===== src/rtl/ipc_pkg.sv =====
package ipc_pkg;

    // largest supported n; the working table holds entries 0..MAX_N
    localparam int MAX_N   = 64;
    localparam int DEPTH   = MAX_N + 1;
    localparam int IDX_W   = $clog2(DEPTH);
    localparam int FIELD_W = 7;
    localparam int CNT_W   = 21;
    localparam int S_DATA_W = ((2 * FIELD_W + 7) / 8) * 8;
    localparam int M_DATA_W = ((CNT_W + 7) / 8) * 8;

    // commands from the controller to the datapath
    typedef struct packed {
        logic load;   // capture n and m, start the clear sweep at entry zero
        logic clr;    // write one entry of the clear sweep
        logic rd;     // issue one table update (read j and j-k)
        logic done;   // move the finished count to the output register
    } cmd_t;

    // status from the datapath to the controller
    typedef struct packed {
        logic in_zero;   // input word gives a zero count right away
        logic j_at_n;    // entry counter sits at n
        logic k_at_m;    // part counter sits at the clamped bound
        logic out_free;  // output register can take a new word
    } sts_t;

endpackage


===== src/rtl/ipc_ctrl.sv =====
module ipc_ctrl
    import ipc_pkg::*;
(
    input  logic aclk,
    input  logic aresetn,
    input  logic in_valid,
    output logic in_ready,
    input  sts_t sts,
    output cmd_t cmd
);

    localparam logic [2:0] ST_IDLE  = 3'd0;
    localparam logic [2:0] ST_CLEAR = 3'd1;
    localparam logic [2:0] ST_RUN   = 3'd2;
    localparam logic [2:0] ST_DRAIN = 3'd3;
    localparam logic [2:0] ST_DONE  = 3'd4;

    logic [2:0] state_reg;
    logic [2:0] state_next;

    always_comb begin
        state_next = state_reg;
        cmd        = '0;
        in_ready   = 1'b0;
        unique case (state_reg)
            ST_IDLE: begin
                in_ready = 1'b1;
                if (in_valid) begin
                    cmd.load   = 1'b1;
                    state_next = sts.in_zero ? ST_DONE : ST_CLEAR;
                end
            end
            ST_CLEAR: begin
                cmd.clr = 1'b1;
                if (sts.j_at_n) begin
                    state_next = ST_RUN;
                end
            end
            ST_RUN: begin
                cmd.rd = 1'b1;
                if (sts.j_at_n && sts.k_at_m) begin
                    state_next = ST_DRAIN;
                end
            end
            ST_DRAIN: begin
                // last update is written back in this cycle
                state_next = ST_DONE;
            end
            ST_DONE: begin
                if (sts.out_free) begin
                    cmd.done   = 1'b1;
                    state_next = ST_IDLE;
                end
            end
            default: begin
                state_next = ST_IDLE;
            end
        endcase
    end

    always_ff @(posedge aclk) begin
        if (!aresetn) begin
            state_reg <= ST_IDLE;
        end else begin
            state_reg <= state_next;
        end
    end

endmodule


===== src/rtl/ipc_dpath.sv =====
module ipc_dpath
    import ipc_pkg::*;
(
    input  logic               aclk,
    input  logic               aresetn,
    input  logic [FIELD_W-1:0] number,
    input  logic [FIELD_W-1:0] largest_part,
    input  cmd_t               cmd,
    output sts_t               sts,
    output logic               out_valid,
    input  logic               out_ready,
    output logic [CNT_W-1:0]   out_count
);

    logic [CNT_W-1:0] mem [0:DEPTH-1];

    logic [IDX_W-1:0] n_reg;
    logic [IDX_W-1:0] m_reg;
    logic [IDX_W-1:0] j_reg;
    logic [IDX_W-1:0] k_reg;
    logic [IDX_W-1:0] wr_idx_reg;
    logic             wr_valid_reg;
    logic [CNT_W-1:0] rd_a_reg;
    logic [CNT_W-1:0] rd_b_reg;
    logic [CNT_W-1:0] count_reg;
    logic             out_valid_reg;
    logic [CNT_W-1:0] out_count_reg;

    logic [FIELD_W-1:0] m_eff;
    logic [IDX_W-1:0]   addr_a;
    logic [IDX_W-1:0]   addr_b;
    logic [CNT_W:0]     sum_full;
    logic [CNT_W-1:0]   sum;
    logic               wr_en;
    logic [IDX_W-1:0]   wr_addr;
    logic [CNT_W-1:0]   wr_data;

    assign m_eff    = (largest_part > number) ? number : largest_part;
    assign addr_a   = j_reg;
    assign addr_b   = j_reg - k_reg;
    assign sum_full = {1'b0, rd_a_reg} + {1'b0, rd_b_reg};
    assign sum      = sum_full[CNT_W-1:0];

    // one write port shared by the clear sweep and the update stage
    assign wr_en   = cmd.clr || wr_valid_reg;
    assign wr_addr = cmd.clr ? j_reg : wr_idx_reg;
    assign wr_data = cmd.clr ? ((j_reg == '0) ? CNT_W'(1) : '0) : sum;

    assign sts.in_zero  = (number == '0) || (largest_part == '0)
                        || (number > FIELD_W'(MAX_N));
    assign sts.j_at_n   = (j_reg == n_reg);
    assign sts.k_at_m   = (k_reg == m_reg);
    assign sts.out_free = !out_valid_reg || out_ready;

    assign out_valid = out_valid_reg;
    assign out_count = out_count_reg;

    // table memory, read ports bypass the write of the same edge
    always_ff @(posedge aclk) begin
        if (wr_en) begin
            mem[wr_addr] <= wr_data;
        end
        if (cmd.rd) begin
            rd_a_reg <= (wr_en && (wr_addr == addr_a)) ? wr_data : mem[addr_a];
            rd_b_reg <= (wr_en && (wr_addr == addr_b)) ? wr_data : mem[addr_b];
        end
    end

    // counters and update stage
    always_ff @(posedge aclk) begin
        if (cmd.load) begin
            n_reg     <= IDX_W'(number);
            m_reg     <= IDX_W'(m_eff);
            j_reg     <= '0;
            k_reg     <= IDX_W'(1);
            count_reg <= '0;
        end else if (cmd.clr) begin
            // sweep ends with j at the first entry of the first pass
            j_reg <= sts.j_at_n ? IDX_W'(1) : j_reg + IDX_W'(1);
        end else if (cmd.rd) begin
            wr_idx_reg <= j_reg;
            if (sts.j_at_n) begin
                k_reg <= k_reg + IDX_W'(1);
                j_reg <= k_reg + IDX_W'(1);
            end else begin
                j_reg <= j_reg + IDX_W'(1);
            end
        end
        if (wr_valid_reg) begin
            count_reg <= sum;
        end
        if (cmd.done) begin
            out_count_reg <= count_reg;
        end
    end

    always_ff @(posedge aclk) begin
        if (!aresetn) begin
            wr_valid_reg  <= 1'b0;
            out_valid_reg <= 1'b0;
        end else begin
            wr_valid_reg <= cmd.rd;
            if (cmd.done) begin
                out_valid_reg <= 1'b1;
            end else if (out_ready) begin
                out_valid_reg <= 1'b0;
            end
        end
    end

`ifndef SYNTHESIS
    a_port_share: assert property (@(posedge aclk) disable iff (!aresetn)
        !(cmd.clr && wr_valid_reg))
        else $error("clear sweep collides with table update");

    a_no_overwrite: assert property (@(posedge aclk) disable iff (!aresetn)
        cmd.done |-> (!out_valid_reg || out_ready))
        else $error("pending result overwritten");

    a_idx_range: assert property (@(posedge aclk) disable iff (!aresetn)
        cmd.rd |-> (k_reg != '0 && k_reg <= m_reg && j_reg >= k_reg && j_reg <= n_reg))
        else $error("table update index out of range");

    a_drain: assert property (@(posedge aclk) disable iff (!aresetn)
        (cmd.rd && sts.j_at_n && sts.k_at_m) |=> (wr_valid_reg && !cmd.rd))
        else $error("last update not followed by drain");
`endif

endmodule


===== src/rtl/integer_partition_count_unit.sv =====
// channel | dir | handshake         | data
// s_      | in  | s_tvalid/s_tready | s_tdata: number, largest_part
// m_      | out | m_tvalid/m_tready | m_tdata: count
//
// a word runs load, a clear sweep of 0..n, U = sum over k=1..min(m,n) of (n-k+1) table
// updates (one per cycle, single adder and write port; 2080 at n=m=64), drain, hand-off
// zero n, zero m or n above 64 skip the table and finish with a count of 0
// aresetn is synchronous, active low; the table itself is never cleared by reset
// a finished count waits in the output register while m_tready is low; the next
// input word is taken once the unit is back in idle
module integer_partition_count_unit
    import ipc_pkg::*;
(
    input  logic                aclk,
    input  logic                aresetn,
    input  logic                s_tvalid,
    output logic                s_tready,
    input  logic [S_DATA_W-1:0] s_tdata,   // [6:0] number, [13:7] largest_part, rest zero
    output logic                m_tvalid,
    input  logic                m_tready,
    output logic [M_DATA_W-1:0] m_tdata    // [20:0] count, rest zero
);

    cmd_t             cmd;
    sts_t             sts;
    logic [CNT_W-1:0] count;

    // sequencer: idle, clear sweep, update run, drain, hand-off
    ipc_ctrl u_ctrl (
        .aclk     (aclk),
        .aresetn  (aresetn),
        .in_valid (s_tvalid),
        .in_ready (s_tready),
        .sts      (sts),
        .cmd      (cmd)
    );

    // table memory, counters, adder and output register
    ipc_dpath u_dpath (
        .aclk         (aclk),
        .aresetn      (aresetn),
        .number       (s_tdata[FIELD_W-1:0]),
        .largest_part (s_tdata[2*FIELD_W-1:FIELD_W]),
        .cmd          (cmd),
        .sts          (sts),
        .out_valid    (m_tvalid),
        .out_ready    (m_tready),
        .out_count    (count)
    );

    // pad the count up to whole bytes
    assign m_tdata = M_DATA_W'(count);

endmodule

===== config.mk =====
export PLATFORM = sky130hd
export DESIGN_NAME = integer_partition_count_unit
export DESIGN_NICKNAME = d
export VERILOG_FILES = /design/src/rtl/ipc_pkg.sv /design/src/rtl/ipc_ctrl.sv /design/src/rtl/ipc_dpath.sv /design/src/rtl/integer_partition_count_unit.sv
export SDC_FILE = /design/constraint.sdc
export NUM_CORES = 2
export LEC_CHECK = 0
export ABC_CLOCK_PERIOD_IN_PS = 7600
export BUFFER_PORTS_ARGS = -buffer_cell sky130_fd_sc_hd__buf_2
export CORE_MARGIN = 1
export CORE_UTILIZATION = 36
export DETAILED_ROUTE_END_ITERATION = 6
export PLACE_DENSITY_LB_ADDON = 0.12
export SYNTH_ARGS = -nofsm -noshare
export SYNTH_HDL_FRONTEND = slang
export SYNTH_HIERARCHICAL = 1
export SYNTH_SLANG_ARGS = --single-unit

===== constraint.sdc =====
create_clock -name aclk -period 7.6 [get_ports aclk]
set_input_delay 0.76 -clock aclk [delete_from_list [all_inputs] [get_ports aclk]]
set_output_delay 0.76 -clock aclk [all_outputs]
set_load 0.005 [all_outputs]

# Word-level counts from Yosys, hierarchy flattened
# Memories as Yosys holds them, arrays and structs flattened. A register that Yosys moved wholly into a read port is not among the register bits.
# Cells that the tools add are included.
# totals
regBits	82
wordCells	72
ramBits	1365
output_inout_bits	26
mem_count	1
# op_classes
muxes	27
n_bitwise	2
addsub	4
magnitude_cmp	2
n_reduce_logical	16
n_eq_ne	10
# mem_list
memory	depth	word_bits	read_ports	rd_clocked_by_memory_dff	write_ports	line	rtl
u_dpath.mem	65	21	2	2	1	ipc_dpath.sv:15	logic [CNT_W-1:0] mem [0:DEPTH-1];
# op_table
cell	count
$mux W21	3
$mux W7	6
$add A21 B21 Y21	1
$logic_not A7 Y1	3
$mux W3	5
$pmux W3 S5	1
$add A7 B1 Y7 const B	2
$eq A7 B7 Y1	2
$mux W1	12
$gt A7 B7 Y1	1
$gt A7 B7 Y1 const B	1
$sub A7 B7 Y7	1
$eq A3 B2 Y1 const B	2
$reduce_and A3 Y1	2
$reduce_bool A2 Y1	3
$logic_or A1 B1 Y1	4
$ne A2 B1 Y1 const B	2
$ne A2 B2 Y1 const B	2
$reduce_and A4 Y1	1
$eq A3 B1 Y1 const B	1
$eq A3 B3 Y1 const B	1
$logic_not A3 Y1	1
$not A1 Y1	2
$logic_and A1 B1 Y1	1
$logic_not A1 Y1	1

# Logic depth before layout (Yosys ltp)
# depth
ltp_word	6
depth_mapped	19
mapped_depth_nobuf	11

# By module
# Netlist, hierarchy kept.
# modules_own_cells
mod	area_each_um2	cells_each	instances	seq_area_each_um2
ipc_dpath	70107.2	3441	1	44462.6
ipc_ctrl	185.2	23	1	60.1
integer_partition_count_unit	26.3	4	1	0.0

# Worst setup path before layout
# No wires, ideal clock.
# synth_path
path_type	reg-to-reg
from	register u_dpath.j_reg[0] (netlist: u_dpath/addr_a[0])
to	register u_dpath.rd_b_reg[11] (read register of u_dpath.mem) (data pin)
path_stages_with_launch	18
arrival_ns	4.325
setup_slack_ns	3.014
synth_period_minus_slack_ns	4.586
t_required_ns	7.339
setup_time_ns	0.261
path_cell_list	dfxtp_1 buf_2 buf_2 buf_2 buf_2 buf_2 inv_1 ha_1 fa_1 buf_1 clkbuf_1 clkbuf_1 mux4_2 a211oi_1 a21oi_1 a32oi_1 o21ai_0 mux2_2
# synth_between
elab_chain_cells	1
# synth_lines
item	line	rtl
start: declaration	ipc_dpath.sv:19	logic [IDX_W-1:0] j_reg;
start signal: assignment	ipc_dpath.sv:79	j_reg <= sts.j_at_n ? IDX_W'(1) : j_reg + IDX_W'(1);
start signal: assignment	ipc_dpath.sv:84	j_reg <= k_reg + IDX_W'(1);
start signal: assignment	ipc_dpath.sv:86	j_reg <= j_reg + IDX_W'(1);
$sub A7 B7 Y7	ipc_dpath.sv:40	assign addr_b = j_reg - k_reg;
end: declaration	ipc_dpath.sv:24	logic [CNT_W-1:0] rd_b_reg;
# No other way between the ends.
# A chain may end at the register's enable or synchronous reset.

# Final worst setup path
# layout_path
from	register u_dpath.j_reg[1] (netlist: u_dpath/addr_a[1])
to	register u_dpath.rd_b_reg[0] (read register of u_dpath.mem) (data pin)
# Same word-level chain as after synthesis.

==> results.md <==
- Critical Path RT: between 8 and 9 ns
- I/O Buffers: 40
- Top FF cell, synth: edfxtp_1
- # resized after CTS: 0
- DRT iter0 DRCs: 4,465
- Peak supply drop: 0.266 mV
- Gr ovfl total: 0
- Area leader, netlist: edfxtp_1
- Max reg flops: about 1,400
- Delay-heaviest family, CP: multiplexers
- Global Route Usage Sum: 0.235
- Final Skew: ~0.032 ns
- R2r startpoint: u_dpath/addr_a[1]
- Worst-Skew Late Latency: 0.82 ns
- Mean routed wirelength per cell: between 30 and 40 µm
- Non-Filler Instances: roughly 6,200
- CP max FO: 34
- CP Capture Type: flop
- Clock Root Buffer: clkbuf_16
- Levels on crit path: 9
- Leakage: 24.1 nW
- Post-synth cell types: 77
- P&R area growth vs syn: 13.3%
- Hold buffers post-CTS: 0
- Max-slew violation count: 0
- Post-synthesis cell area: roughly 0.07 mm²
- I/O pins: 46
- Seq. cell area: 0.0445 mm²
- Crit-path slowest cell: fa_4
- CTS tree: done
- Starting Density: 0.364
- Synth top area cells: edfxtp_1, mux4_2, mux2i_1
- Power density over the cells: 268 mW/mm²
- Maximum achievable frequency: 187 MHz
- Die ar.: 0.197 mm²
- Mean Syn Cell Area: a little over 20 µm²
- Max-slew headroom: 0.177
- Hold crit path type: in -> reg
- Initial antenna violation count: 6
- Core area: 0.193 mm²
- DRC viols: 0
- Reg-to-reg endpoint: u_dpath/rd_b_reg[0]
- Number of global-route vias before repair: 39,900
- Setup bufs post-CTS: 0
- CTS sink cnt: 1,489
- Row Count: 161
- Critical Path AT: about 6 ns
- Unrepaired setup endpoints after global routing: no
- CP Class: reg -> reg
- WHS Path Cells: 1
- Area of the multi-input gates: 0.0251 mm²
- Via-per-instance ratio: 6.17
- RePlAce Congestion: 0.904
- Register area share after synthesis: 0.633
- Longest Clk Path Bufs: 3
- Final core utilization: 0.412
- Critical Path Sink: u_dpath/rd_b_reg[0]
- H-tree Lvls: 4
- Die Width: ~440 µm
- Layout cell share with drive strength beyond 1: 0.375
- Post-synth EDFFs: 1,470
- Crit share post-route: 0.704
- # fillers: ~17,000
- Most common cell in the netlist: edfxtp_1
- Max Cap Viol: 0
- Most frequent cells after synthesis: edfxtp_1, mux4_2, mux2i_1, nor2_1, clkbuf_1
- 1st-pass router iterations: 5
- Status: finished clean
- R2R Setup Slk: about 2.2 ns
- Final setup vio count: 0
- Die height: ~440 µm
- R2R depth: 9
- Buf/Inv on CP: 2
- Nets: 3,621
- First-pass GRT wire length: 321 mm
- CTS clk-pin slew, worst paths: 0.06 ns
- Reg with most FFs: u_dpath/mem
- Tmin final: between 5 and 6 ns
- FF+latch count, synth: 1,489
- Area share of the largest cell type after synthesis: 0.628
- Asr flop ratio synth: 0
- Yosys warnings: 6
- Setup TNS: 0 ns
- CTS Buf Count: 165
- Post-DP HPWL: 134 mm
- CP Cell Sequence: inv_1, fa_4, buf_4, mux4_2, mux2_2, mux4_2, a22oi_1, o21ai_0, mux2_2
- Worst slew pin tran: about 1.2 ns
- Critical path launch point type: flop
- Largest net degree at the start of global routing: 115
- Fin. Hold Viols: 0
- Post-Route WL: 230 mm
- DRT antenna net count: 0
- Critical Path Start: u_dpath/addr_a[1]
- Critical Path Max Stage Delay: between 1 and 1.5 ns
- Vias: 38,400
- Synthesized instance count: 3,468
- Dpl cells: ~5,900
metrics by stage:
step                hold WS [ns]  setup slack (ns)  instance area (µm²)  power, W
floorplan                  0.400              3.01                70300    0.0122
global placement           0.406              2.32                74300    0.0136
detailed placement         0.405              2.26                74300    0.0136
CTS                        0.118              2.23                79700    0.0216
global route               0.143              2.06                79700    0.0221
finish                     0.182              2.25                79700    0.0214
logic make-up after synthesis:
| family | after synthesis | synth area share |
|---|---|---|
| AOI/OAI and AO/OA | 235 | 0.0229 |
| DFF | 1489 | 0.633 |
| buffers and inverters | 285 | 0.0196 |
| muxes | 999 | 0.285 |
| adders and majority gates | 38 | 0.00697 |
| other | 1 | 0.0000533 |
| and+or+nand+nor | 359 | 0.0245 |
| xor gates and xnor gates | 62 | 0.00783 |
power breakdown:
part           switching, W  internal (W)
logic               0.00239       0.00190
registers         0.0000447       0.00907
clock network       0.00335       0.00464
total               0.00578        0.0156
layout make-up:
type	instances	area share
inverters	41	0.00199
diodes	4	0.000126
clock buffers	195	0.0543
well taps	2526	0.0397
flip-flops and latches	1489	0.559
multi-input cells	1696	0.315
repair buffers	170	0.0177
clock inverters	102	0.0126
worst min-delay path by stage:
stage | start | to | slack (ns)
after floorplan | u_dpath/count_reg[0] | u_dpath/out_count[0] | 0.40
after global placement | u_dpath/count_reg[20] | u_dpath/out_count[20] | 0.41
after detailed placement | u_dpath/count_reg[14] | u_dpath/out_count[14] | 0.40
after CTS | s_tdata[0] | u_dpath/n_reg[0] | 0.12
after global routing | s_tdata[0] | u_dpath/n_reg[0] | 0.14
final | s_tdata[0] | u_dpath/n_reg[0] | 0.18
metal layers:
layer	GRT usage	wire length (µm)	vias up
met2	0.381	112000	1733
met5	0	27	-
met4	0.0819	8250	4
li1	-	-	15100
met1	0.317	93500	21200
met3	0.0426	16700	348
placed cells by master, fill, tap and decap left out, types with 60 or more instances in the layout:
cell type,Yosys,routed
a21oi_1,64,64
clkbuf_16,0,169
nand2_1,76,76
mux4_2,796,796
nor2_4,0,64
edfxtp_1,1470,1470
mux2_2,70,70
buf_4,21,111
mux2i_1,133,133
nor2_1,129,60
(Power assumes the default switching activity.)
